<file path="src/hw/rtl/ssw_pkg.sv">
// Shared types, constants and action codes for the session scheduler.
// No dependencies; imported by ssw_core and session_scheduler_with_watchdog.
package ssw_pkg;

  localparam int DEV_SLOTS           = 8;   // devices carried by the masks
  localparam int DEF_MAX_DEVICES     = 8;
  localparam int REG_IDX_W           = 2;
  localparam int CFG_DATA_W          = 22;

  localparam logic [21:0] DEF_SESSION_TIMEOUT = 22'd30000;
  localparam logic [19:0] DEF_ABORT_GRACE     = 20'd15000;
  localparam logic [15:0] DEF_SETTLE          = 16'd500;

  // register indexes
  localparam logic [REG_IDX_W-1:0] REG_DEVICE_COUNT = 2'd0;
  localparam logic [REG_IDX_W-1:0] REG_TIMEOUT      = 2'd1;
  localparam logic [REG_IDX_W-1:0] REG_GRACE        = 2'd2;
  localparam logic [REG_IDX_W-1:0] REG_SETTLE       = 2'd3;

  // action codes
  localparam logic [3:0] ACT_NONE        = 4'd0;
  localparam logic [3:0] ACT_ENDED       = 4'd1;
  localparam logic [3:0] ACT_GAVE_UP     = 4'd2;
  localparam logic [3:0] ACT_ABORT       = 4'd3;
  localparam logic [3:0] ACT_PRIO_START  = 4'd4;
  localparam logic [3:0] ACT_POLL_START  = 4'd5;
  localparam logic [3:0] ACT_BUSY_SKIP   = 4'd6;
  localparam logic [3:0] ACT_CYCLE_DONE  = 4'd7;
  localparam logic [3:0] ACT_CYCLE_REFUSE = 4'd8;
  localparam logic [3:0] ACT_CYCLE_START = 4'd9;

  localparam logic CMD_SERVICE = 1'b0;
  localparam logic CMD_CYCLE   = 1'b1;

  typedef struct packed {
    logic [3:0]  device_count;
    logic [21:0] session_timeout_ms;
    logic [19:0] grace_ms;
    logic [15:0] settle_ms;
  } cfg_t;

  typedef struct packed {
    logic        cmd;
    logic [31:0] now_ms;
    logic [7:0]  idle_mask;
    logic [7:0]  pending_mask;
  } item_t;

  typedef struct packed {
    logic [3:0] action;
    logic [2:0] device;
  } result_t;

endpackage

</file>
<file path="src/hw/rtl/ssw_core.sv">
// Scheduler state registers and the per-word decision logic.
// Depends on ssw_pkg.
module ssw_core import ssw_pkg::*; #(
  parameter int MAX_DEVICES = DEF_MAX_DEVICES
) (
  input  logic    clk,
  input  logic    rst,
  input  cfg_t    cfg,
  input  logic    fire,     // word in the input register is processed this cycle
  input  item_t   item,
  output result_t result
);

  localparam int CAP = (MAX_DEVICES < DEV_SLOTS) ? MAX_DEVICES : DEV_SLOTS;
  localparam logic [3:0] CAP_N = 4'(CAP);

  logic        session_active, session_active_next;
  logic [2:0]  active_index, active_index_next;
  logic [31:0] session_start_time, session_start_time_next;
  logic        abort_issued, abort_issued_next;
  logic [31:0] next_start_time, next_start_time_next;
  logic        cycle_running, cycle_running_next;
  logic [3:0]  poll_pointer, poll_pointer_next;

  logic [3:0]  n_used;
  logic [31:0] elapsed;
  logic [31:0] since_ready;
  logic [22:0] giveup_limit;
  logic [7:0]  cand;
  logic        prio_found;
  logic [2:0]  prio_idx;
  logic [2:0]  poll_idx;

  assign n_used       = (cfg.device_count > CAP_N) ? CAP_N : cfg.device_count;
  assign elapsed      = item.now_ms - session_start_time;
  assign since_ready  = item.now_ms - next_start_time;
  assign giveup_limit = {1'b0, cfg.session_timeout_ms} + {3'b0, cfg.grace_ms};
  assign poll_idx     = poll_pointer[2:0];

  // lowest idle device with a pending command, within the used count
  always_comb begin
    prio_found = 1'b0;
    prio_idx   = 3'd0;
    for (int i = 0; i < DEV_SLOTS; i++) begin
      cand[i] = item.idle_mask[i] & item.pending_mask[i] & (4'(i) < n_used);
    end
    for (int i = 0; i < DEV_SLOTS; i++) begin
      if (!prio_found && cand[i]) begin
        prio_found = 1'b1;
        prio_idx   = 3'(i);
      end
    end
  end

  always_comb begin
    session_active_next     = session_active;
    active_index_next       = active_index;
    session_start_time_next = session_start_time;
    abort_issued_next       = abort_issued;
    next_start_time_next    = next_start_time;
    cycle_running_next      = cycle_running;
    poll_pointer_next       = poll_pointer;
    result.action           = ACT_NONE;
    result.device           = 3'd0;

    if (item.cmd == CMD_CYCLE) begin
      if (n_used == 4'd0) begin
        result.action = ACT_NONE;
      end else if (cycle_running || session_active) begin
        result.action = ACT_CYCLE_REFUSE;
      end else begin
        poll_pointer_next  = 4'd0;
        cycle_running_next = 1'b1;
        result.action      = ACT_CYCLE_START;
      end
    end else if (session_active) begin
      result.device = active_index;
      if (item.idle_mask[active_index]) begin
        session_active_next  = 1'b0;
        next_start_time_next = item.now_ms + {16'd0, cfg.settle_ms};
        result.action        = ACT_ENDED;
      end else if (elapsed > {9'd0, giveup_limit}) begin
        session_active_next  = 1'b0;
        next_start_time_next = item.now_ms + {16'd0, cfg.settle_ms};
        result.action        = ACT_GAVE_UP;
      end else if (elapsed > {10'd0, cfg.session_timeout_ms} && !abort_issued) begin
        abort_issued_next = 1'b1;
        result.action     = ACT_ABORT;
      end else begin
        result.device = 3'd0;
      end
    end else if (!since_ready[31]) begin
      if (prio_found) begin
        session_active_next     = 1'b1;
        active_index_next       = prio_idx;
        session_start_time_next = item.now_ms;
        abort_issued_next       = 1'b0;
        result.action           = ACT_PRIO_START;
        result.device           = prio_idx;
      end else if (cycle_running) begin
        if (poll_pointer >= n_used) begin
          cycle_running_next = 1'b0;
          result.action      = ACT_CYCLE_DONE;
        end else begin
          poll_pointer_next = poll_pointer + 4'd1;
          result.device     = poll_idx;
          if (!item.idle_mask[poll_idx]) begin
            result.action = ACT_BUSY_SKIP;
          end else begin
            session_active_next     = 1'b1;
            active_index_next       = poll_idx;
            session_start_time_next = item.now_ms;
            abort_issued_next       = 1'b0;
            result.action           = ACT_POLL_START;
          end
        end
      end
    end
  end

  always_ff @(posedge clk) begin
    if (rst) begin
      session_active     <= 1'b0;
      active_index       <= 3'd0;
      session_start_time <= 32'd0;
      abort_issued       <= 1'b0;
      next_start_time    <= 32'd0;
      cycle_running      <= 1'b0;
      poll_pointer       <= 4'd0;
    end else if (fire) begin
      session_active     <= session_active_next;
      active_index       <= active_index_next;
      session_start_time <= session_start_time_next;
      abort_issued       <= abort_issued_next;
      next_start_time    <= next_start_time_next;
      cycle_running      <= cycle_running_next;
      poll_pointer       <= poll_pointer_next;
    end
  end

endmodule

</file>
<file path="src/hw/rtl/session_scheduler_with_watchdog.sv">
// Top level: stream ports, configuration registers, input and result registers.
// Depends on ssw_pkg and ssw_core.
//
// Session scheduler with watchdog. Each input word (a service tick or a
// polling-cycle request) yields exactly one result word (action, device).
// A word is latched into an input register, decided by ssw_core against the
// scheduler state once the result register can take it, and lands in the
// result register; the block takes one word per cycle while results are read,
// and while a result waits it accepts only into an empty input register. The user
// must write configuration through wr_en/wr_index/wr_data only while idle; the block does not enforce it.
module session_scheduler_with_watchdog import ssw_pkg::*; #(
  parameter int MAX_DEVICES = DEF_MAX_DEVICES
) (
  input  logic                  clk,
  input  logic                  rst,
  input  logic                  s_axis_tvalid,
  output logic                  s_axis_tready,
  input  logic [47:0]           s_axis_tdata,  // now_ms[31:0], idle_mask[39:32], pending_mask[47:40]
  input  logic                  s_axis_tuser,  // cmd
  output logic                  m_axis_tvalid,
  input  logic                  m_axis_tready,
  output logic [7:0]            m_axis_tdata,  // action[3:0], device[6:4], zero[7]
  input  logic                  wr_en,
  input  logic [REG_IDX_W-1:0]  wr_index,
  input  logic [CFG_DATA_W-1:0] wr_data
);

  cfg_t    cfg;
  item_t   in_item;
  logic    in_valid;
  result_t out_res;
  result_t core_res;
  logic    out_valid;
  logic    advance;

  assign advance       = in_valid && (!out_valid || m_axis_tready);
  assign s_axis_tready = !in_valid || advance;
  assign m_axis_tvalid = out_valid;
  assign m_axis_tdata  = {1'b0, out_res.device, out_res.action};

  always_ff @(posedge clk) begin
    if (rst) begin
      cfg.device_count       <= 4'd0;
      cfg.session_timeout_ms <= DEF_SESSION_TIMEOUT;
      cfg.grace_ms           <= DEF_ABORT_GRACE;
      cfg.settle_ms          <= DEF_SETTLE;
    end else if (wr_en) begin
      unique case (wr_index)
        REG_DEVICE_COUNT: cfg.device_count       <= wr_data[3:0];
        REG_TIMEOUT:      cfg.session_timeout_ms <= wr_data[21:0];
        REG_GRACE:        cfg.grace_ms           <= wr_data[19:0];
        REG_SETTLE:       cfg.settle_ms          <= wr_data[15:0];
        default: ;
      endcase
    end
  end

  // input register
  always_ff @(posedge clk) begin
    if (rst) begin
      in_valid <= 1'b0;
    end else if (s_axis_tready) begin
      in_valid <= s_axis_tvalid;
    end
  end

  always_ff @(posedge clk) begin
    if (s_axis_tready && s_axis_tvalid) begin
      in_item.cmd          <= s_axis_tuser;
      in_item.now_ms       <= s_axis_tdata[31:0];
      in_item.idle_mask    <= s_axis_tdata[39:32];
      in_item.pending_mask <= s_axis_tdata[47:40];
    end
  end

  ssw_core #(
    .MAX_DEVICES (MAX_DEVICES)
  ) u_core (
    .clk    (clk),
    .rst    (rst),
    .cfg    (cfg),
    .fire   (advance),
    .item   (in_item),
    .result (core_res)
  );

  // result register
  always_ff @(posedge clk) begin
    if (rst) begin
      out_valid <= 1'b0;
    end else if (advance) begin
      out_valid <= 1'b1;
    end else if (m_axis_tready) begin
      out_valid <= 1'b0;
    end
  end

  always_ff @(posedge clk) begin
    if (advance) begin
      out_res <= core_res;
    end
  end

endmodule
</file>
<file path="config.mk">
export PLATFORM = sky130hd
export DESIGN_NAME = session_scheduler_with_watchdog
export DESIGN_NICKNAME = d
export VERILOG_FILES = /design/src/hw/rtl/ssw_pkg.sv /design/src/hw/rtl/ssw_core.sv /design/src/hw/rtl/session_scheduler_with_watchdog.sv
export SDC_FILE = /design/constraint.sdc
export NUM_CORES = 1
export LEC_CHECK = 0
export ABC_AREA = 1
export BUFFER_PORTS_ARGS = -buffer_cell sky130_fd_sc_hd__buf_2
export CAP_MARGIN = 15
export CORE_UTILIZATION = 30
export DETAILED_ROUTE_END_ITERATION = 8
export GPL_TIMING_DRIVEN = 0
export SETUP_SLACK_MARGIN = 0.15
export SYNTH_ARGS = -nofsm -noshare
export SYNTH_HDL_FRONTEND = slang
export SYNTH_HIERARCHICAL = 1
export SYNTH_SLANG_ARGS = --single-unit
</file>
<file path="constraint.sdc">
create_clock -name clk -period 6.7 [get_ports clk]
set_clock_uncertainty 0.1 [all_clocks]
set_input_delay 1.34 -clock clk [delete_from_list [all_inputs] [get_ports clk]]
set_output_delay 1.34 -clock clk [all_outputs]
set_load 0.01 [all_outputs]
</file>
; Yosys cells after proc, flatten, opt, wreduce, memory -nomap -nowiden
; Cells that the tools add are included.
[op_classes]
n_addsub = 5
n_mul = 0
div = 0
n_lt_le_gt_ge = 14
eq_ne = 15
n_shift = 0
mux = 81
bitwise_logic = 19
n_reduce_logical = 42
[op_table]
columns = cell, count
row1 = 32-bit two-way mux, 6
row2 = 32-bit subtractor, 2
row3 = 4-bit two-way mux, 14
row4 = 1-bit two-way mux, 39
row5 = 3-bit two-way mux, 12
row6 = 32-bit by 16-bit adder with 32-bit output, 1
row7 = 32-bit by 22-bit > comparator with 1-bit output, 1
row8 = 32-bit by 23-bit > comparator with 1-bit output, 1
row9 = 7-bit two-way mux, 4
row10 = 22-bit by 20-bit adder with 23-bit output, 1
row11 = 2-bit != test (second input constant), 9
row12 = 1-bit bitwise AND, 16
row13 = 3-bit by 4-bit less-than comparator with 1-bit output (first input constant), 4
row14 = 1-bit logical AND, 10
row15 = 1-bit zero test, 10
row16 = 2-bit AND reduction, 5
row17 = 2-bit nonzero test, 5
row18 = 9-bit AND reduction, 1
row19 = 1-bit by 4-bit less-than comparator with 1-bit output (first input constant), 2
row20 = 2-bit by 4-bit less-than comparator with 1-bit output (first input constant), 2
row21 = 3-bit by 4-bit less-than comparator with 1-bit output (second input constant), 2
row22 = 2-bit two-way mux, 4
row23 = 8-bit AND reduction, 1
row24 = 7-bit AND reduction, 1
row25 = 15 further kinds, 23
[totals]
regBits = 194
latchBits = 0
ram_bits = 0
mem_bits_ro = 0
out_inout_bits = 10
memories = 0

; Longest topological paths before layout
; Gate-level depths: netlist of the first run.
[logic_depth]
word_depth = 30
depth_mapped = 34

; By module
; Netlist of the first run, hierarchy kept.
[by_module_without_submodules]
columns = mod, instances, cells_each, area_per_inst_um2, seq_area_each_um2
row1 = ssw_core, 1, 1538, 9790.6, 1481.4
row2 = session_scheduler_with_watchdog, 1, 430, 4199.0, 2962.8

; Worst setup path before layout of the first run
; OpenSTA, ideal clock, no wires.
[synth_path]
kind = register to register
startpoint = register, netlist name cfg[36]
endpoint = register u_core.next_start_time[8]
arrival_ns = 3.724
slack_ns = 2.738
path_stages_with_launch = 27
path_buffers = 1
cell_sequence = dfxtp_1 -> ha_1 -> inv_1 -> fa_1 -> nand3b_1 -> nand2_1 -> nand2_1 -> nand3_1 -> nand2_1 -> nand2_1 -> a21oi_1 -> o21ai_0 -> a21oi_1 -> o21ai_0 -> a21boi_0 -> xor2_1 -> ha_1 -> nand2_1 -> nor3_1 -> nand4_1 -> nand2_1 -> nand4_4 -> nand2_2 -> nor2_4 -> buf_4 -> nand2_1 -> a21oi_2
[synth_via]
elab_chain_cells = 4
[synth_lines]
columns = item, line_no
row1 = 22-bit by 20-bit adder with 23-bit output, ssw_core.sv:37  ; assign giveup_limit = {1'b0, cfg.session_timeout_ms} + {3'b0, cfg.grace_ms};
row2 = 32-bit by 23-bit > comparator with 1-bit output, ssw_core.sv:82  ; end else if (elapsed > {9'd0, giveup_limit}) begin
row3 = 2-bit nonzero test (no source line), -
row4 = 4-bit AND reduction (no source line), -
row5 = to (signal assigned), ssw_core.sv:135  ; next_start_time <= next_start_time_next;
row6 = to (decl), ssw_core.sv:21  ; logic [31:0] next_start_time, next_start_time_next;
; No other way between the ends.
; A chain may end at the register's enable or synchronous reset.

; Worst setup path in the final report of the first run
[layout_path]
startpoint = register, netlist name cfg[36]
endpoint = register out_res, in the netlist m_axis_tdata[4], data pin
[layout_via]
elab_chain_cells = 6
word_cells_on_any_way = 8
classes_between = add/sub: 1 / order compare: 2 / mux: 4 / reduce/logical: 1
[layout_lines]
columns = item, line_no
row1 = "parallel branches: the longest is 3 deep, another holds 32-bit by 23-bit > comparator with 1-bit output", -
row2 = 3-bit two-way mux *, ssw_core.sv:82
row3 = 3-bit two-way mux *, ssw_core.sv:78  ; if (item.idle_mask[active_index]) begin
row4 = 7-bit two-way mux *, ssw_core.sv:76  ; end else if (session_active) begin
row5 = to (signal assigned), session_scheduler_with_watchdog.sv:100  ; out_res <= core_res;
row6 = to (decl), session_scheduler_with_watchdog.sv:31  ; result_t out_res;
; Mark *: on every way between the ends.

==> results of run 1 <==
cell type report:
type                            instances  area share, %
Clock buffer                           17           2.69
Sequential cell                       194           28.1
Multi-Input combinational cell       1424           51.5
Buffer                                 39           1.54
Inverter                              311           7.39
Clock inverter                         15           1.16
Tap cell                              600           4.75
Timing Repair Buffer                   86           2.82
stage by stage:
step	total power [µW]	cells	instance area [µm²]	worst slack [ps]
finish	3080	2686	15800	1760
CTS	3110	2686	15800	1800
floorplan	1840	1968	14000	2740
detailed placement	2060	2654	15200	1820
global placement	2040	2653	15200	1930
global route	3270	2686	15800	1290
tightest hold or removal path, cell delays in order, from the launching register on:
cell and delay [ps]:
dfxtp_1 300, inv_1 60, a21oi_1 60
cell usage after synthesis (4+ instances only):
library cell / count
inv_1: 294
edfxtp_1: 56
nand2_1: 502
ha_1: 147
buf_2: 16
nor2_4: 7
o21ai_0: 79
a21oi_2: 33
xor2_1: 49
dfxtp_1: 138
clkbuf_1: 8
nor3_1: 11
inv_2: 16
o211ai_1: 4
nand3b_1: 4
nand4_1: 19
a21oi_1: 154
a21boi_0: 4
nand3_1: 95
a31oi_1: 13
o21bai_1: 5
xnor2_1: 26
nand2_2: 53
nor2_2: 8
buf_4: 6
nor2_1: 183
layer usage:
metal	global-route usage [%]	share of wire, %
met1	19.7	44
met2	29.4	49
met3	2.06	3.3
met4	8.37	4.1
met5	0	0
cell families (layout without fill, tap and decap cells):
kind of cell | after synthesis | after routing | share of synthesized area, %
flip-flops | 194 | 194 | 31.8
buffers and inverters | 350 | 468 | 10.1
AND/OR/NAND/NOR | 891 | 891 | 27.2
XOR/XNOR | 75 | 75 | 4.70
AO/OA/AOI/OAI | 307 | 307 | 12.6
other | 1 | 1 | 0.0268
adder cells (fa/ha/maj) | 150 | 150 | 13.6
power groups by stage:
| stage | sequential (µW) | clock [µW] | combinational [µW] |
|---|---|---|---|
| after global routing | 1310 | 1120 | 841 |
| after floorplan | 1310 | 0 | 535 |
| after CTS | 1310 | 1080 | 731 |
| final | 1310 | 1050 | 730 |
| after global placement | 1330 | 0 | 708 |
| after detailed placement | 1330 | 0 | 726 |
path summary, 6_finish.rpt:
check                                from                            to  slack (ps)  depth (start not counted)
max                               cfg[36]               m_axis_tdata[4]        1760                         25
min          u_core/session_start_time[3]  u_core/session_start_time[3]         360                          2
max reg2reg                       cfg[36]               m_axis_tdata[4]        1760                         25
min reg2reg  u_core/session_start_time[3]  u_core/session_start_time[3]         360                          2
flip-flops by register name, indices dropped and copies added (netlist names):
register	flops
u_core/session_active	1
m_axis_tdata	7
in_item	49
m_axis_tvalid	1
cfg	62
u_core/session_start_time	32
u_core/cycle_running	1
u_core/next_start_time	32
u_core/poll_pointer	4
in_valid	1
u_core/active_index	3
u_core/abort_issued	1
cell usage in the layout, fill, tap and decap left out, types with 4 or more instances in the layout:
| master | n |
|---|---|
| xor2_1 | 49 |
| a31oi_1 | 13 |
| a21oi_1 | 154 |
| o21ai_0 | 79 |
| ha_1 | 147 |
| nand2_2 | 53 |
| clkbuf_1 | 8 |
| o21bai_1 | 5 |
| o211ai_1 | 4 |
| clkbuf_16 | 17 |
| xnor2_1 | 26 |
| clkinv_8 | 4 |
| nand4_1 | 19 |
| nor2_2 | 8 |
| nor3_1 | 11 |
| nand2_1 | 502 |
| a21boi_0 | 4 |
| edfxtp_1 | 56 |
| a21oi_2 | 33 |
| dfxtp_1 | 138 |
| nor2_4 | 7 |
| buf_2 | 101 |
| inv_1 | 293 |
| inv_8 | 7 |
| nand3_1 | 95 |
| buf_4 | 6 |
| nor2_1 | 183 |
| inv_2 | 17 |
| nand3b_1 | 4 |
==> results.toml, run 1 <==
[cts]
cts_tree = "yes"
numCtsBuffers = 17
clk_pin_slew_worst_paths_ps = 80
ctsResizeCount = 0
postCtsHoldBufs = 0
cts_setup_buffers = 0
clock-root-buffer = "clkbuf_16"
cts.path.max_buffers = 2
clk_latency_ps = 460
cts_max_level = 4
cts.sinks = 194

[floorplanning]
start_util_pct = 30.6
io_pins = 88
coreArea_mm2 = 0.0457
die_x_um = 218
die_y_um = 218
rows = 78
dieArea_mm2 = 0.0475

[global_routing]
antenna_found_initial = 0
grt_pass1_wl_um = 62000
grt_pass1_vias = 12212
gr-total-overflow = 0
track_usage_pct = 16.6
grt_max_degree = 32

[setup_path]
critical-path-top-delay-family = "simple AND/OR/NAND/NOR gates"
crit_arrival_ps = 5040
critPathMaxFanout = 3
start_kind = "flop"
crit_top_cell = "nand2_1"
crit_buf_inv = 1
max_stage_delay_ps = 400
critPathCaptureType = "flop"
crit_slowest_cell = "fa_1"
required_ps = 6800
crit_type = "reg -> reg"

[hold_path]
min_path_type = "reg -> reg"

[logic_synthesis]
synth_top_area_cell = "dfxtp_1"
async_reset_ff_share_pct = 0
synth.avg_cell_area_um2 = 7.11
syn_inst = 1968
ys_types = 49
synth_nets = 2196
ys.flop_type = "dfxtp_1"
yosysWarningCount = 6
yosys-top-cells-area = "dfxtp_1 (20%), nand2_1 (13%), ha_1 (13%), edfxtp_1 (12%), inv_1 (7.9%)"
synth_edf_count = 56
yosysSeqAreaShare_pct = 31.8
yosysTopAreaCellShare_pct = 19.7
synth-seq-cells = 194
syn_area_mm2 = 0.0140

[power_and_ir_drop]
power_density_mw_per_mm2 = 195
ir_worst_vdd_uv = 182
cellLeakagePower_uw = 0.00732
p_int_uw = 2030
combPwrFrac_pct = 23.7
power_frac_clock_pct = 33.9
p_sw_uw = 1050
switching_share_pct = 34.0
seq_power_share_pct = 42.4

[sta]
slew_viol_final = 0
setup_viol = 0
min_period_over_period_pct = 73.7
finalHoldViolCount = 0
worstMarginPinSlew_ps = 782
period_needed_ps = 4940
grt_setup_unrepaired = "no"
fmax_mhz = 203
fin_tns_setup_ps = 0
whs_ps = 360
slew_headroom_pct = 47.9

[status]
status = "complete, no violations"

[routing]
post_drt_wl_per_cell_um = 14.4
drt-total-wl_um = 38800
viasPerCell = 4.71
drt_iter0_drc = 674
vias = 12649
drc = 0
first_pass_iters = 5
antenna_left = 0

[layout]
final_util_pct = 34.6
syn_to_final_growth_pct = 12.9
n_fill_cell = 4913
drive_gt1_share_pct = 13.0
antennaDiodeCount = 0
multi_input_area_mm2 = 0.00813
regArea_mm2 = 0.00444
final_net_count = 2301

[placement]
place_congestion = 0.909
io_buffer_count = 85
hpwl_um = 31900

[flow_run]
maxCapViolCount = 0
Power figures use the tool's default switching activity.
==> run 2: changes to the inputs <==
Clock period 6.7 ns to 4.75 ns, I/O delays scaled along.
==> run 2 against run 1 <==
First-iteration DRC count is 0.74% lower. Combinational power is 44% higher. Largest power group unchanged. Register-to-register slack worse by 1300 ps. Critical endpoint is now u_core/next_start_time[29].
==> results.toml, run 2 (synthesis gave the netlist of run 1 again) <==
[layout]
final_common_cell = "nand2_1"
syn_to_final_growth_pct = 13.7
reg_top3 = "cfg x62, in_item x49"
final_util_pct = 34.8
antennaDiodeCount = 0
top_register = "cfg"
n_fill_cell = 4904
final_net_count = 2307
final_cell_mix = "nand2_1 (501), inv_1 (293), nor2_1 (182)"
drive_gt1_share_pct = 13.9
largest_register_ffs = 62

[floorplanning]
die_x_um = 218
io_pins = 88
die_y_um = 218
dieArea_mm2 = 0.0475
start_util_pct = 30.6
coreArea_mm2 = 0.0457
rows = 78

[power_and_ir_drop]
p_sw_uw = 1490
switching_share_pct = 34.1
combPwrFrac_pct = 24.0
ir_worst_vdd_uv = 257
cellLeakagePower_uw = 0.00736
p_int_uw = 2880
seq_power_share_pct = 42.2
power_frac_clock_pct = 33.8
power_density_mw_per_mm2 = 275

[cts]
postCtsHoldBufs = 0
cts_tree = "yes"
clk_latency_ps = 470
clock-root-buffer = "clkbuf_16"
cts.path.max_buffers = 2
cts.sinks = 194
numCtsBuffers = 17
cts_max_level = 4
clk_pin_slew_worst_paths_ps = 80

[setup_path]
max_stage_delay_ps = 340
r2r-end = "u_core/next_start_time[29]"
crit_slowest_cell = "dfxtp_2"
ff2ff_path_depth = 27
critPathMaxFanout = 5
crit_top_cell = "nand2_1"
rrSetupSlack_ps = 500
r2r-start = "cfg[16]"
critPathCaptureType = "flop"
crit_type = "reg -> reg"
crit_arrival_ps = 4480
required_ps = 4980
start_kind = "flop"

[hold_path]
hp-start = "u_core/session_start_time[3]"
hold_end = "u_core/session_start_time[3]"
min_path_type = "reg -> reg"
min_path_cells = 2

[routing]
drt-total-wl_um = 39000
drt_iter0_drc = 669
drc = 0
viasPerCell = 4.71
first_pass_iters = 5
post_drt_wl_per_cell_um = 14.5
vias = 12691
antenna_left = 0

[sta]
fmax_mhz = 235
grt_setup_unrepaired = "no"
worstMarginPinSlew_ps = 771
slew_headroom_pct = 48.6
finalHoldViolCount = 0
setup_viol = 0
period_needed_ps = 4250
min_period_over_period_pct = 89.5
layout_setup_ws_ps = 497
slew_viol_final = 0

[global_routing]
grt_max_degree = 32
gr-total-overflow = 0
antenna_found_initial = 0
grt_pass1_vias = 12213
grt_pass1_wl_um = 62000
track_usage_pct = 16.6

[status]
status = "complete, no violations"

[flow_run]
maxCapViolCount = 0

[placement]
pre_cts_ws_ps = -133
io_buffer_count = 85
place_congestion = 0.909
hpwl_um = 31900
## run 2: cell count changes in the layout (fill, tap and decap cells not counted), sizes merged
cell,change
buf,+6
## run 2: how the worst max path moves through the flow
stage / startpoint / endpoint
6_report: cfg[16] / u_core/next_start_time[29]
3_5_place_dp: cfg[36] / m_axis_tdata[4]
3_3_place_gp: cfg[36] / m_axis_tdata[4]
5_1_grt: cfg[16] / u_core/next_start_time[31]
4_1_cts: cfg[36] / m_axis_tdata[4]
2_1_floorplan: cfg[36] / u_core/next_start_time[8]
## run 2: layout make-up
type	instances	area, µm²	area share (%)
clock inverters	15	184	1.16
clock buffers	17	425	2.67
plain buffers	39	255	1.60
repair buffers	92	500	3.15
multi-input cells	1424	8180	51.4
inverters	311	1170	7.34
well taps	600	751	4.72
flip-flops and latches	194	4450	27.9
## run 2: per-stage QoR
step | cell area, µm² | hold WS, ps | instances | power (µW) | setup TNS, ps
3_3_place_gp | 15200 | 345 | 2653 | 2880 | -35.0
4_1_cts | 15800 | 363 | 2686 | 4390 | 0
6_report | 15900 | 361 | 2692 | 4370 | 0
2_1_floorplan | 14000 | 333 | 1968 | 2600 | 0
3_5_place_dp | 15200 | 352 | 2654 | 2900 | -2500
5_1_grt | 15900 | 373 | 2692 | 4630 | 0
## run 2: per-layer routing
| layer | track usage [%] | share of wire [%] |
|---|---|---|
| met1 | 19.7 | 44 |
| met2 | 29.5 | 49 |
| met3 | 2.06 | 3.6 |
| met4 | 8.37 | 4.1 |
| met5 | 0 | 0 |
## run 2: power groups by stage
| stage | sequential (µW) | combinational, µW | clock, µW |
|---|---|---|---|
| floorplan | 1850 | 755 | 0 |
| global placement | 1880 | 999 | 0 |
| detailed placement | 1880 | 1020 | 0 |
| CTS | 1840 | 1030 | 1520 |
| global route | 1850 | 1200 | 1570 |
| finish | 1840 | 1050 | 1480 |
## run 2: worst max-delay path: cells and delay by family, from the launching register on
kind | cells | cell delay [ps]
AO/OA/AOI/OAI | 6 | 830
adder cells (fa/ha/maj) | 3 | 840
buffers and inverters | 3 | 320
flip-flops | 1 | 340
AND/OR/NAND/NOR | 15 | 1670
## run 2: what timing repair did
action                                  in CTS  in global routing
resized for setup                            3                 20
gates cloned                                 0                  1
pin swaps                                    0                  6
endpoints found under the hold margin        0                  0
endpoints found under the setup margin      38                 39
buffers inserted                             0                  5
